`config.mk`:
```
export PLATFORM = sky130hd
export DESIGN_NAME = plus_stencil_light_smoothing
export DESIGN_NICKNAME = d
export VERILOG_FILES = /design/src/rtl/pls_pkg.sv /design/src/rtl/pls_line_ram.sv /design/src/rtl/pls_window.sv /design/src/rtl/pls_smooth.sv /design/src/rtl/plus_stencil_light_smoothing.sv
export VERILOG_INCLUDE_DIRS = /design/src /design/src/rtl
export SDC_FILE = /design/constraint.sdc
export NUM_CORES = 2
export LEC_CHECK = 0
export ABC_AREA = 1
export BUFFER_PORTS_ARGS = -buffer_cell sky130_fd_sc_hd__clkbuf_2
export CORE_MARGIN = 3
export CORE_UTILIZATION = 29
export CTS_CLUSTER_DIAMETER = 100
export DETAILED_ROUTE_END_ITERATION = 6
export GPL_ROUTABILITY_DRIVEN = 0
export HOLD_SLACK_MARGIN = 0.05
export PLACE_DENSITY = 0.4
export SYNTH_ARGS = -nofsm -noshare
export SYNTH_HDL_FRONTEND = slang
export SYNTH_HIERARCHICAL = 1
export SYNTH_SLANG_ARGS = --single-unit
```
`constraint.sdc`:
```
create_clock -name clk -period 8.37 [get_ports clk]
set_clock_uncertainty 0.2 [all_clocks]
set_input_delay 0.837 -clock clk [delete_from_list [all_inputs] [get_ports clk]]
set_output_delay 0.837 -clock clk [all_outputs]
set_load 0.02 [all_outputs]
```
`src/rtl/plus_stencil_light_smoothing_macros.svh`:
```
// assertion helpers shared by the smoothing filter modules
`ifndef PLUS_STENCIL_LIGHT_SMOOTHING_MACROS_SVH
`define PLUS_STENCIL_LIGHT_SMOOTHING_MACROS_SVH

// same-cycle implication, quiet while in reset
`define PLS_ASSERT_NOW(label, ante, cons, msg) \
	label: assert property (@(posedge clk) disable iff (!arst_n) (ante) |-> (cons)) \
		else $error(msg);

// next-cycle implication, quiet while in reset
`define PLS_ASSERT_NEXT(label, ante, cons, msg) \
	label: assert property (@(posedge clk) disable iff (!arst_n) (ante) |=> (cons)) \
		else $error(msg);

`endif

```
`src/rtl/pls_pkg.sv`:
```
package pls_pkg;

	localparam int SAMPLE_W = 16;
	localparam int DIM_W    = 7;
	localparam int SUM_W    = 19;
	localparam int CNT_W    = 3;

	// configuration register indexes
	localparam int CFG_IDX_W = 1;
	localparam logic [CFG_IDX_W-1:0] REG_FRAME_WIDTH  = 1'b0;
	localparam logic [CFG_IDX_W-1:0] REG_FRAME_HEIGHT = 1'b1;

	localparam logic [DIM_W-1:0] DIM_RESET = 7'd66;
	localparam int DIM_MIN = 3;

	// reciprocals for division by three and five, exact for sums below 2^19
	localparam int RECIP_W     = 20;
	localparam int RECIP_SHIFT = 21;
	localparam logic [RECIP_W-1:0] RECIP3 = 20'd699051;
	localparam logic [RECIP_W-1:0] RECIP5 = 20'd419431;

	typedef logic [SAMPLE_W-1:0] sample_t;

	// five neighborhood samples of one interior pixel
	typedef struct packed {
		sample_t centre;
		sample_t top;
		sample_t bottom;
		sample_t left;
		sample_t right;
		logic    last;
	} pls_ops_t;

endpackage

```
`src/rtl/pls_line_ram.sv`:
```
module pls_line_ram
	import pls_pkg::*;
#(
	parameter int DEPTH = 66,
	parameter int AW    = 7
) (
	input  logic          clk,
	input  logic          wr_en,
	input  logic [AW-1:0] wr_addr,
	input  sample_t       wr_data,
	input  logic          rd_en,
	input  logic [AW-1:0] rd_addr,
	output sample_t       rd_data
);

	sample_t mem_q [DEPTH];
	sample_t rd_q;

	// one write port, one registered read port, read returns the old word
	always_ff @(posedge clk) begin
		if (wr_en) begin
			mem_q[wr_addr] <= wr_data;
		end
		if (rd_en) begin
			rd_q <= mem_q[rd_addr];
		end
	end

	assign rd_data = rd_q;

endmodule

```
`src/rtl/pls_window.sv`:
```
`include "plus_stencil_light_smoothing_macros.svh"

module pls_window
	import pls_pkg::*;
#(
	parameter int MAX_WIDTH  = 64,
	parameter int MAX_HEIGHT = 64,
	localparam int DEPTH = MAX_WIDTH + 2,
	localparam int AW    = $clog2(DEPTH),
	localparam int CW    = $clog2(MAX_WIDTH + 3),
	localparam int RW    = $clog2(MAX_HEIGHT + 3)
) (
	input  logic          clk,
	input  logic          arst_n,
	input  logic          restart,
	input  logic [CW-1:0] w_eff,
	input  logic [RW-1:0] h_eff,
	input  logic          in_valid,
	output logic          in_ready,
	input  sample_t       light_in,
	output logic          ops_valid,
	input  logic          ops_ready,
	output pls_ops_t      ops
);

	logic [CW-1:0] col_q;
	logic [RW-1:0] row_q;
	logic          sel_q;
	sample_t       first0_q, first1_q;
	sample_t       cen_q, lft_q;

	logic    v1_s1, prod_s1, last_s1, first_s1, sel_s1;
	sample_t sample_s1, above0_s1;

	logic     v2_s2;
	pls_ops_t ops_s2;

	logic          ready1, ready2, adv1, acc;
	logic          last_col, produce, last_pix;
	logic [CW-1:0] nxt_col;
	logic [AW-1:0] col_addr, above_addr;
	sample_t       rd0, rd1, rd_above, rd_two;

	// stage handshake
	assign ready2   = !v2_s2 || ops_ready;
	assign adv1     = v1_s1 && ready2;
	assign ready1   = !v1_s1 || ready2;
	assign in_ready = ready1;
	assign acc      = in_valid && ready1;

	// position decode for the incoming word
	assign nxt_col  = col_q + CW'(1);
	assign last_col = (col_q == w_eff - CW'(1));
	assign produce  = (row_q >= RW'(2)) && (col_q != '0) && !last_col;
	assign last_pix = (row_q == h_eff - RW'(1)) && (col_q == w_eff - CW'(2));

	assign col_addr   = col_q[AW-1:0];
	assign above_addr = last_col ? '0 : nxt_col[AW-1:0];

	// bank sel_q holds the row above, the other the row two above
	pls_line_ram #(.DEPTH(DEPTH), .AW(AW)) u_bank0 (
		.clk     (clk),
		.wr_en   (acc && sel_q),
		.wr_addr (col_addr),
		.wr_data (light_in),
		.rd_en   (acc),
		.rd_addr (sel_q ? col_addr : above_addr),
		.rd_data (rd0)
	);

	pls_line_ram #(.DEPTH(DEPTH), .AW(AW)) u_bank1 (
		.clk     (clk),
		.wr_en   (acc && !sel_q),
		.wr_addr (col_addr),
		.wr_data (light_in),
		.rd_en   (acc),
		.rd_addr (sel_q ? above_addr : col_addr),
		.rd_data (rd1)
	);

	// raster position and bank swap
	always_ff @(posedge clk or negedge arst_n) begin
		if (!arst_n) begin
			col_q <= '0;
			row_q <= '0;
			sel_q <= 1'b0;
		end else if (restart) begin
			col_q <= '0;
			row_q <= '0;
		end else if (acc) begin
			if (last_col) begin
				col_q <= '0;
				row_q <= (row_q == h_eff - RW'(1)) ? '0 : row_q + RW'(1);
				sel_q <= !sel_q;
			end else begin
				col_q <= nxt_col;
			end
		end
	end

	// copy of column zero of each bank, feeds the left tap at column one
	always_ff @(posedge clk) begin
		if (acc && col_q == '0) begin
			if (sel_q) begin
				first0_q <= light_in;
			end else begin
				first1_q <= light_in;
			end
		end
	end

	// stage 1 control
	always_ff @(posedge clk or negedge arst_n) begin
		if (!arst_n) begin
			v1_s1 <= 1'b0;
		end else if (acc) begin
			v1_s1 <= 1'b1;
		end else if (adv1) begin
			v1_s1 <= 1'b0;
		end
	end

	// stage 1 payload, line store data lands alongside
	always_ff @(posedge clk) begin
		if (acc) begin
			prod_s1   <= produce;
			last_s1   <= last_pix;
			first_s1  <= (col_q == '0);
			sel_s1    <= sel_q;
			sample_s1 <= light_in;
			above0_s1 <= sel_q ? first1_q : first0_q;
		end
	end

	assign rd_above = sel_s1 ? rd1 : rd0;
	assign rd_two   = sel_s1 ? rd0 : rd1;

	// horizontal window over the row above
	always_ff @(posedge clk) begin
		if (adv1) begin
			cen_q <= rd_above;
			lft_q <= first_s1 ? above0_s1 : cen_q;
		end
	end

	// stage 2 control, only interior pixels go on
	always_ff @(posedge clk or negedge arst_n) begin
		if (!arst_n) begin
			v2_s2 <= 1'b0;
		end else if (adv1) begin
			v2_s2 <= prod_s1;
		end else if (ops_ready) begin
			v2_s2 <= 1'b0;
		end
	end

	// stage 2 operands
	always_ff @(posedge clk) begin
		if (adv1) begin
			ops_s2.centre <= cen_q;
			ops_s2.top    <= rd_two;
			ops_s2.bottom <= sample_s1;
			ops_s2.left   <= lft_q;
			ops_s2.right  <= rd_above;
			ops_s2.last   <= last_s1;
		end
	end

	assign ops_valid = v2_s2;
	assign ops       = ops_s2;

	// checks
	`PLS_ASSERT_NOW(a_col_in_row, 1'b1, col_q < w_eff, "column past row end")
	`PLS_ASSERT_NEXT(a_bank_swap, acc && last_col && !restart, sel_q != $past(sel_q),
		"banks not swapped at row end")
	`PLS_ASSERT_NEXT(a_frame_wrap, acc && last_col && row_q == h_eff - RW'(1), row_q == '0,
		"row did not wrap at frame end")

endmodule

```
`src/rtl/pls_smooth.sv`:
```
`include "plus_stencil_light_smoothing_macros.svh"

module pls_smooth
	import pls_pkg::*;
(
	input  logic     clk,
	input  logic     arst_n,
	input  logic     ops_valid,
	output logic     ops_ready,
	input  pls_ops_t ops,
	output logic     out_valid,
	input  logic     out_ready,
	output sample_t  light_out,
	output logic     frame_last
);

	localparam int PROD_W = SUM_W + RECIP_W;

	logic             v3_s3, v4_s4, v5_s5;
	logic [SUM_W-1:0] sum_s3, sum_s4;
	logic [CNT_W-1:0] cnt_s3, cnt_s4;
	sample_t          left_s3, right_s3, q_s5;
	logic             last_s3, last_s4, last_s5;

	logic              r3, r4, r5;
	logic [SUM_W-1:0]  sum_a, sum_b, t_x, b_x, l_x, r_x;
	logic [CNT_W-1:0]  cnt_a, cnt_b;
	logic [RECIP_W-1:0] recip;
	logic [PROD_W-1:0] prod;
	sample_t           quot;

	// stage handshake
	assign r5 = !v5_s5 || out_ready;
	assign r4 = !v4_s4 || r5;
	assign r3 = !v3_s3 || r4;
	assign ops_ready = r3;

	// top then bottom, each added only when above the running sum
	always_comb begin
		t_x   = SUM_W'(ops.top);
		b_x   = SUM_W'(ops.bottom);
		sum_a = SUM_W'(ops.centre);
		cnt_a = CNT_W'(1);
		if (t_x > sum_a) begin
			sum_a = sum_a + t_x;
			cnt_a = cnt_a + CNT_W'(1);
		end
		if (b_x > sum_a) begin
			sum_a = sum_a + b_x;
			cnt_a = cnt_a + CNT_W'(1);
		end
	end

	// left then right
	always_comb begin
		l_x   = SUM_W'(left_s3);
		r_x   = SUM_W'(right_s3);
		sum_b = sum_s3;
		cnt_b = cnt_s3;
		if (l_x > sum_b) begin
			sum_b = sum_b + l_x;
			cnt_b = cnt_b + CNT_W'(1);
		end
		if (r_x > sum_b) begin
			sum_b = sum_b + r_x;
			cnt_b = cnt_b + CNT_W'(1);
		end
	end

	// divide by count: shifts for one, two, four, reciprocal multiply otherwise
	always_comb begin
		case (cnt_s4)
			3'd3:    recip = RECIP3;
			3'd5:    recip = RECIP5;
			default: recip = '0;
		endcase
		prod = PROD_W'(sum_s4) * PROD_W'(recip);
		case (cnt_s4)
			3'd2:    quot = sum_s4[SAMPLE_W:1];
			3'd3:    quot = prod[RECIP_SHIFT +: SAMPLE_W];
			3'd4:    quot = sum_s4[SAMPLE_W+1:2];
			3'd5:    quot = prod[RECIP_SHIFT +: SAMPLE_W];
			default: quot = sum_s4[SAMPLE_W-1:0];
		endcase
	end

	// valid bits
	always_ff @(posedge clk or negedge arst_n) begin
		if (!arst_n) begin
			v3_s3 <= 1'b0;
			v4_s4 <= 1'b0;
			v5_s5 <= 1'b0;
		end else begin
			if (r3) v3_s3 <= ops_valid;
			if (r4) v4_s4 <= v3_s3;
			if (r5) v5_s5 <= v4_s4;
		end
	end

	// payload
	always_ff @(posedge clk) begin
		if (r3 && ops_valid) begin
			sum_s3   <= sum_a;
			cnt_s3   <= cnt_a;
			left_s3  <= ops.left;
			right_s3 <= ops.right;
			last_s3  <= ops.last;
		end
		if (r4 && v3_s3) begin
			sum_s4  <= sum_b;
			cnt_s4  <= cnt_b;
			last_s4 <= last_s3;
		end
		if (r5 && v4_s4) begin
			q_s5    <= quot;
			last_s5 <= last_s4;
		end
	end

	assign out_valid  = v5_s5;
	assign light_out  = q_s5;
	assign frame_last = last_s5;

	// checks
	`PLS_ASSERT_NOW(a_cnt_mid, v3_s3, cnt_s3 != '0 && cnt_s3 <= CNT_W'(3),
		"count after two taps out of range")
	`PLS_ASSERT_NOW(a_cnt_end, v4_s4, cnt_s4 != '0 && cnt_s4 <= CNT_W'(5),
		"final count out of range")
	`PLS_ASSERT_NEXT(a_no_drop, v4_s4 && r5, v5_s5, "word lost before output stage")

endmodule

```
`src/rtl/plus_stencil_light_smoothing.sv`:
```
// Four-neighbor light smoothing over a padded raster stream.
// Input channel in_valid/in_ready/light_in takes one unsigned Q8.8 word per
// cycle in raster order, halo rows and columns included. Output channel
// out_valid/out_ready carries light_out for each interior pixel and
// frame_last on the last interior pixel of the frame; halo words and the
// first two rows give no output.
// A word is accepted every cycle while the output side keeps up. A
// result is registered in turn after the line store read at the edge
// that took the word below its pixel: neighborhood, then the compare-add
// chain over top and bottom, then over left and right, then the divide.
// When the receiver stalls, the five stage registers fill up in turn and
// in_ready drops only once the word in the first stage cannot move.
// The configuration port writes frame_width (index 0) or frame_height
// (index 1); each write restarts the frame at its first row and column.
// Write it only while no word is in flight.
// Reset clears the raster position and all valid bits and sets both
// dimensions to 66; line store contents are not cleared.
module plus_stencil_light_smoothing
	import pls_pkg::*;
#(
	parameter int MAX_WIDTH  = 64,
	parameter int MAX_HEIGHT = 64
) (
	input  logic                 clk,
	input  logic                 arst_n,
	input  logic                 cfg_write,
	input  logic [CFG_IDX_W-1:0] cfg_index,
	input  logic [DIM_W-1:0]     cfg_data,
	input  logic                 in_valid,
	output logic                 in_ready,
	input  logic [15:0]          light_in,
	output logic                 out_valid,
	input  logic                 out_ready,
	output logic [15:0]          light_out,
	output logic                 frame_last
);

	localparam int WMAX = MAX_WIDTH + 2;
	localparam int HMAX = MAX_HEIGHT + 2;
	localparam int CW   = $clog2(MAX_WIDTH + 3);
	localparam int RW   = $clog2(MAX_HEIGHT + 3);

	logic [DIM_W-1:0] width_q, height_q;
	logic [CW-1:0]    w_eff;
	logic [RW-1:0]    h_eff;
	logic             ops_valid, ops_ready;
	pls_ops_t         ops;

	// configuration registers
	always_ff @(posedge clk or negedge arst_n) begin
		if (!arst_n) begin
			width_q  <= DIM_RESET;
			height_q <= DIM_RESET;
		end else if (cfg_write) begin
			case (cfg_index)
				REG_FRAME_WIDTH:  width_q  <= cfg_data;
				REG_FRAME_HEIGHT: height_q <= cfg_data;
				default: ;
			endcase
		end
	end

	// clamp dimensions to the supported range
	always_comb begin
		if (int'(width_q) < DIM_MIN) begin
			w_eff = CW'(DIM_MIN);
		end else if (int'(width_q) > WMAX) begin
			w_eff = CW'(WMAX);
		end else begin
			w_eff = CW'(width_q);
		end
		if (int'(height_q) < DIM_MIN) begin
			h_eff = RW'(DIM_MIN);
		end else if (int'(height_q) > HMAX) begin
			h_eff = RW'(HMAX);
		end else begin
			h_eff = RW'(height_q);
		end
	end

	// line stores and neighborhood
	pls_window #(.MAX_WIDTH(MAX_WIDTH), .MAX_HEIGHT(MAX_HEIGHT)) u_window (
		.clk       (clk),
		.arst_n    (arst_n),
		.restart   (cfg_write),
		.w_eff     (w_eff),
		.h_eff     (h_eff),
		.in_valid  (in_valid),
		.in_ready  (in_ready),
		.light_in  (light_in),
		.ops_valid (ops_valid),
		.ops_ready (ops_ready),
		.ops       (ops)
	);

	// compare-add chain and divide
	pls_smooth u_smooth (
		.clk        (clk),
		.arst_n     (arst_n),
		.ops_valid  (ops_valid),
		.ops_ready  (ops_ready),
		.ops        (ops),
		.out_valid  (out_valid),
		.out_ready  (out_ready),
		.light_out  (light_out),
		.frame_last (frame_last)
	);

endmodule

```
## Yosys cells after proc, flatten, opt, wreduce, memory -nomap -nowiden

Memories as Yosys holds them, arrays and structs flattened. A register that Yosys moved wholly into a read port is not among the register bits.
Cells that the tools add are included.

| cells by class | value |
|---|---|
| add/sub/neg operators | 12 |
| multipliers | 1 |
| $lt $le $gt $ge | 9 |
| equality and inequality tests | 7 |
| multiplexer cells | 35 |
| bitwise gates (word level) | 3 |
| reductions and logical operators | 36 |

Operators by type and width:

| operator | number |
|---|---|
| $mux 7 | 13 |
| $mux 19 | 4 |
| $mux 16 | 4 |
| $add 19x16->19 | 3 |
| $gt 16x19->1 | 3 |
| $pmux 16 s3 | 1 |
| $pmux 20 s2 | 1 |
| $mul 19x20->37 | 1 |
| $eq 7x7->1 | 3 |
| $add 16x16->17 | 1 |
| $gt 16x16->1 | 1 |
| $add 7x1->7 const B | 2 |
| $gt 7x7->1 const B | 2 |
| $lt 7x2->1 const B | 2 |
| $sub 7x1->7 const B | 2 |
| $logic_and 1x1->1 | 11 |
| $reduce_and 2->1 | 5 |
| $mux 3 | 3 |
| $mux 1 | 8 |
| $reduce_bool 2->1 | 4 |
| $ge 7x2->1 const B | 1 |
| $logic_not 1->1 | 7 |
| $logic_not 7->1 | 1 |
| $reduce_bool 7->1 | 1 |
| other kinds (10) | 19 |

| word-level totals | value |
|---|---|
| register bits | 294 |
| RAM bits | 2112 |
| input bits | 29 |
| output and inout bits | 19 |
| word-level logic and storage cells | 140 |
| memories kept | 2 |

Memory list:

| name | words | bits a word | read ports | clocked after memory_dff | wr ports | RTL line | text |
|---|---|---|---|---|---|---|---|
| u_window.u_bank0.mem_q | 66 | 16 | 1 | 1 | 1 | pls_line_ram.sv:16 | `sample_t mem_q [DEPTH];` |
| u_window.u_bank1.mem_q | 66 | 16 | 1 | 1 | 1 | pls_line_ram.sv:16 |  |

## Logic depth before layout (Yosys ltp)

| logic depth | value |
|---|---|
| word-level depth | 10 |
| mapped depth | 34 |

## By module

Netlist, hierarchy kept.

By module, submodules not included:

| module | instances | cells each | area an instance (sq um) | seq. area each (sq um) |
|---|---|---|---|---|
| pls_line_ram | 2 | 3656 | 43731.9 | 32190.9 |
| pls_smooth | 1 | 2116 | 16555.9 | 2867.8 |
| pls_window | 1 | 626 | 7566.0 | 5380.2 |
| plus_stencil_light_smoothing | 1 | 97 | 737.0 | 355.3 |

## Worst setup path before layout

OpenSTA, ideal clock, no wires.

| timing | value |
|---|---|
| path type | input to register |
| start | input port out_ready |
| end | register u_window.lft_q[0] (enable) |
| arrival time | 8.093 ns |
| required time | 7.469 ns |
| path slack | -0.624 ns |
| stages | 6 |
| cells stage by stage | inv_1 > nand2_1 > nor2_1 > nand2_1 > inv_1 > a21boi_0 |

| on the way | value |
|---|---|
| word-level cells in the longest chain between the ends | 5 |

RTL lines:

| item | RTL line | text |
|---|---|---|
| from (decl) | plus_stencil_light_smoothing.sv:33 | `input logic out_ready,` |
| $logic_or 1x1->1 | pls_smooth.sv:33 | `assign r5 = !v5_s5 \|\| out_ready;` |
| $logic_or 1x1->1 | pls_smooth.sv:34 | `assign r4 = !v4_s4 \|\| r5;` |
| $logic_or 1x1->1 | pls_smooth.sv:35 | `assign r3 = !v3_s3 \|\| r4;` |
| named net ops_ready | plus_stencil_light_smoothing.sv:46 | `logic ops_valid, ops_ready;` |
| $logic_or 1x1->1 | pls_window.sv:45 | `assign ready2 = !v2_s2 \|\| ops_ready;` |
| $logic_and 1x1->1 | pls_window.sv:46 | `assign adv1 = v1_s1 && ready2;` |
| named net u_window.adv1 | pls_window.sv:38 | `logic ready1, ready2, adv1, acc;` |
| to (signal assigned) | pls_window.sv:142 | `lft_q <= first_s1 ? above0_s1 : cen_q;` |
| to (decl) | pls_window.sv:30 | `sample_t cen_q, lft_q;` |

The timed path passes the listed nets, and every way through them passes these cells.
A chain may end at the register's enable or synchronous reset.

## Final worst setup path

| timing | value |
|---|---|
| start | register u_smooth.cnt_s4[2] |
| end | register u_smooth.q_s5[2] (netlist: u_smooth/light_out[2]) (data pin) |

| on the way | value |
|---|---|
| word-level cells in the longest chain between the ends | 4 |

RTL lines:

| item | RTL line | text |
|---|---|---|
| from (decl) | pls_smooth.sv:21 | `logic [CNT_W-1:0] cnt_s3, cnt_s4;` |
| from (signal assigned) | pls_smooth.sv:111 | `cnt_s4 <= cnt_b;` |
| $eq 3x3->1 or $eq 3x2->1 (tied branches) | pls_smooth.sv:72, pls_smooth.sv:78 |  |
| $pmux 20 s2 | pls_smooth.sv:72 | `case (cnt_s4)` |
| $mul 19x20->37 | pls_smooth.sv:77 | `prod = PROD_W'(sum_s4) * PROD_W'(recip);` |
| $pmux 16 s3 * | pls_smooth.sv:78 | `case (cnt_s4)` |
| named net u_smooth.quot[2] | pls_smooth.sv:30 | `sample_t quot;` |
| to (signal assigned) | pls_smooth.sv:115 | `q_s5 <= quot;` |
| to (decl) | pls_smooth.sv:22 | `sample_t left_s3, right_s3, q_s5;` |

The timed path passes the listed nets; every way through them passes the cells marked *.

==> results.py <==
metrics = {
    "drt": {
        "wl_per_cell_um": 22.69,
        "drt-pass1-iter-count": 6,
        "postRouteWirelength_mm": 354.3,
        "antenna_left": 0,
        "drt_first_iter_violations": 5921,
        "route.detailed.vias_per_inst": 4.755,
        "drt_drc_violations_left": 0,
        "vias": 74260,
    },
    "setup_path": {
        "worst_setup_path_startpoint": "u_smooth/cnt_s4[2]$_DFFE_PP_",
        "critical_path_class": "register to register",
        "worst_path_maximum_fanout": 22,
        "crit_required_ns": 8.79,
        "worst_r2r_startpoint": "u_smooth/cnt_s4[2]$_DFFE_PP_",
        "r2r_setup_slack_ns": 1.04,
        "worstPathArrival_ns": 7.75,
        "cp-endpoint": "u_smooth/light_out[2]$_DFFE_PP_",
        "timing.reg2reg.worst_path_depth": 25,
        "timing.critical_path.to_type": "register",
        "critical_path.reg2reg.endpoint": "u_smooth/light_out[2]$_DFFE_PP_",
        "timing.critical_path.from_type": "register",
    },
    "synth": {
        "synth.area.top_cells": "edfxtp_1, nand2_1, nand3_1, ha_1, fa_1",
        "syn-cell-area_mm2": 0.1123,
        "synth_largest_type_area_fraction": 0.6422,
        "synth_edf_count": 2402,
        "ys_seq_elements": 2436,
        "yosysSeqAreaShare": 0.6498,
        "synthesis.yosys.warnings": 6,
        "synthesis.instances": 10150,
        "syn_area_cell_um2": 11.07,
        "synthDominantAreaCellType": "edfxtp_1",
        "synth_top_flop_cell": "edfxtp_1",
        "synth-async-reset-ratio": 0.01396,
        "synth.lib_cells_used.distinct": 68,
    },
    "hold_path": {
        "timing.hold.worst.class": "primary input to register",
        "hold-path-cell-count": 1,
    },
    "cts": {
        "cts.clk_slew.worst_paths_ns": 0.06,
        "clock-sinks": 2436,
        "cts_tree": "done",
        "clock_tree.buffer_depth": 4,
        "cts-htree-levels": 5,
        "worstSkewPairLatency_ns": 0.91,
        "inserted_clock_buffers": 292,
        "ctsRootBufferMaster": "clkbuf_16",
        "post_cts_resize_count": 0,
    },
    "place": {
        "preCtsSetupSlack_ns": 1.102,
        "place.detailed.hpwl_mm": 212.0,
        "count_of_port_buffers_added_during_placement": 47,
        "placedCellCount": 15070,
    },
    "sta": {
        "fin_worst_hold_slack_ns": 0.1345,
        "layout_min_cycle_time_ns": 7.334,
        "timing.final.crit_share": 0.8762,
        "grt_setup_unrepaired": "false",
        "worstMarginPinSlew_ns": 1.236,
        "setup_tns_after_final_layout_ns": 0,
        "max_freq_ghz": 0.1364,
        "setup_ws_ns": 1.036,
        "setup_viol_count_final": 0,
        "worst_slew_margin_rel": 0.1749,
        "maxSlewViolCount": 0,
        "hold_viol": 0,
    },
    "cells_and_area": {
        "finish.net_count": 10670,
        "most_frequent_standard_cell_in_the_layout_excluding_fill_and_tap_cells": "nand2_1",
        "layoutNonFillerInstCount": 15620,
        "mostFrequentLayoutCells": "nand2_1, edfxtp_1, nand3_1",
        "filler_cell_count": 38820,
        "drive_above_1_share": 0.07663,
        "syn_to_final_growth_pct": 13.11,
    },
    "die": {
        "core_region_area_mm2": 0.3840,
        "overall_die_area_mm2": 0.3948,
        "std_cell_rows": 227,
        "boundaryPins": 48,
        "die_w_um": 628.4,
        "die_height_um": 628.4,
        "effective_utilization_at_floorplan": 0.2925,
    },
    "global_routing": {
        "grt.overflow.total": 0,
        "grt_start_max_net_pins": 239,
        "first_global_vias": 72730,
        "groute.usage.overall": 0.1737,
        "first_pass_grt_wire_length_mm": 513.7,
        "antenna_found_initial": 12,
    },
    "power_and_ir_drop": {
        "p_leak_nw": 48.08,
        "power_per_cell_area_mw_per_mm2": 295.9,
        "ir_worst_vdd_v": 0.0003217,
        "power_mw": 37.59,
    },
    "outcome": {
        "status": "completed",
    },
    "run": {
        "drv_cap": 0,
    },
}
layout make-up:
cell class,instances,area (um^2),area share
multi-input cells,6544,33510,0.2637
inverters,661,2565,0.02019
clock buffers,364,7746,0.06097
clock inverters,157,1287,0.01013
flip-flops and latches,2436,72990,0.5745
well taps,5152,6446,0.05074
diodes,11,27.53,0.0002167
repair buffers,291,2485,0.01956
stage by stage:
step | utilization | cell area (um^2)
CTS | 0.3308 | 127000
finish | 0.3309 | 127000
global route | 0.3308 | 127000
global placement | 0.3069 | 117900
floorplan | - | 112300
detailed placement | 0.3069 | 117900
layer usage:
metal	wire (um)	GRT usage	share of wire	vias to the layer above
met3	14640	0.02075	0.041	374
met2	168000	0.2882	0.47	1622
met5	0	0	0	-
li1	-	-	-	34980
met1	164100	0.2430	0.46	37290
met4	7513	0.03808	0.021	0
how the worst min path moves through the flow:
stage | to | slack (ns) | start
global placement | u_window/ops[34]$_DFFE_PP_ | 0.20 | u_window/sample_s1[1]$_DFFE_PP_
global route | u_window/u_bank0/mem_q[45][1]$_DFFE_PP_ | 0.10 | light_in[1]
CTS | u_window/u_bank0/mem_q[45][1]$_DFFE_PP_ | 0.07 | light_in[1]
finish | u_window/u_bank0/mem_q[47][1]$_DFFE_PP_ | 0.13 | light_in[1]
floorplan | u_smooth/frame_last$_DFFE_PP_ | 0.20 | u_smooth/last_s4$_DFFE_PP_
detailed placement | u_window/ops[26]$_DFFE_PP_ | 0.20 | u_window/lft_q[9]$_DFFE_PP_
report_power, final:
part / internal [mW] / total, mW / leakage [nW] / switching, mW
combinational: 3.13 / 11.4 / 21.5 / 8.23
sequential: 13.9 / 14.1 / 22.2 / 0.233
clock: 7.04 / 12.1 / 4.42 / 5.10
total: 24.0 / 37.6 / 48.1 / 13.6
state kept, by name, summed over array words and instances (netlist names), 2 cells and up:
register,cells
u_window/u_bank0/mem_q,1056
u_window/u_bank1/mem_q,1056
u_window/ops,81
u_smooth/sum_s4,19
u_smooth/sum_s3,18
u_smooth/left_s3,16
u_smooth/light_out,16
u_smooth/right_s3,16
u_window/above0_s1,16
u_window/first0_q,16
u_window/first1_q,16
u_window/lft_q,16
u_window/sample_s1,16
u_window/u_bank0/rd_data,16
u_window/u_bank1/rd_data,16
height_q,7
u_window/col_addr,7
u_window/row_q,7
width_q,7
u_smooth/cnt_s4,3
u_smooth/cnt_s3,2
Yosys cell counts, drive strengths merged (6+ instances only):
cell type	number
nand2	3240
edfxtp	2402
nand3	1872
inv	661
buf	464
nor2	422
ha	264
o21ai	180
fa	152
a21oi	150
xor2	52
clkbuf	47
nor3	46
dfrtp	30
nand4	30
xnor2	17
mux2	16
a31oi	13
a21o	12
o21a	10
o21bai	10
or2	7
a21boi	6
nand3b	6
nor4	6
o211ai	6
cells by family after synthesis:
| kind of cell | count (synthesis) | share of synthesized area |
|---|---|---|
| AO/OA/AOI/OAI | 407 | 0.02084 |
| flip-flops | 2436 | 0.6498 |
| XOR/XNOR | 69 | 0.005447 |
| adder cells (fa/ha/maj) | 416 | 0.05650 |
| AND/OR/NAND/NOR | 5634 | 0.2127 |
| buffers and inverters | 1172 | 0.05309 |
| multiplexers | 16 | 0.001604 |
| other | 1 | 0.00003339 |
what timing repair did:
item / 4_1_cts / 5_1_grt
hold endpoints to repair: 64 / 0
hold buffers: 12 / 0
buffers inserted: 0 / 0
critical path, cell delays in order (launching register included):
cell and delay [ns]:
edfxtp_1 0.43, inv_1 0.12, nand2_1 0.09, nand2_1 0.17
nand2_1 0.07, buf_4 0.24, inv_1 0.56, nand2_1 0.23
fa_1 0.55, inv_1 0.08, fa_1 0.43, inv_1 0.09
fa_1 0.52, fa_1 0.55, inv_1 0.06, fa_1 0.53
inv_1 0.05, fa_1 0.48, inv_1 0.04, ha_1 0.32
a31oi_1 0.37, o21ai_0 0.16, a21oi_1 0.15, o21ai_0 0.12
o21ai_0 0.27, o2111ai_1 0.16
(Power assumes the default switching activity.)
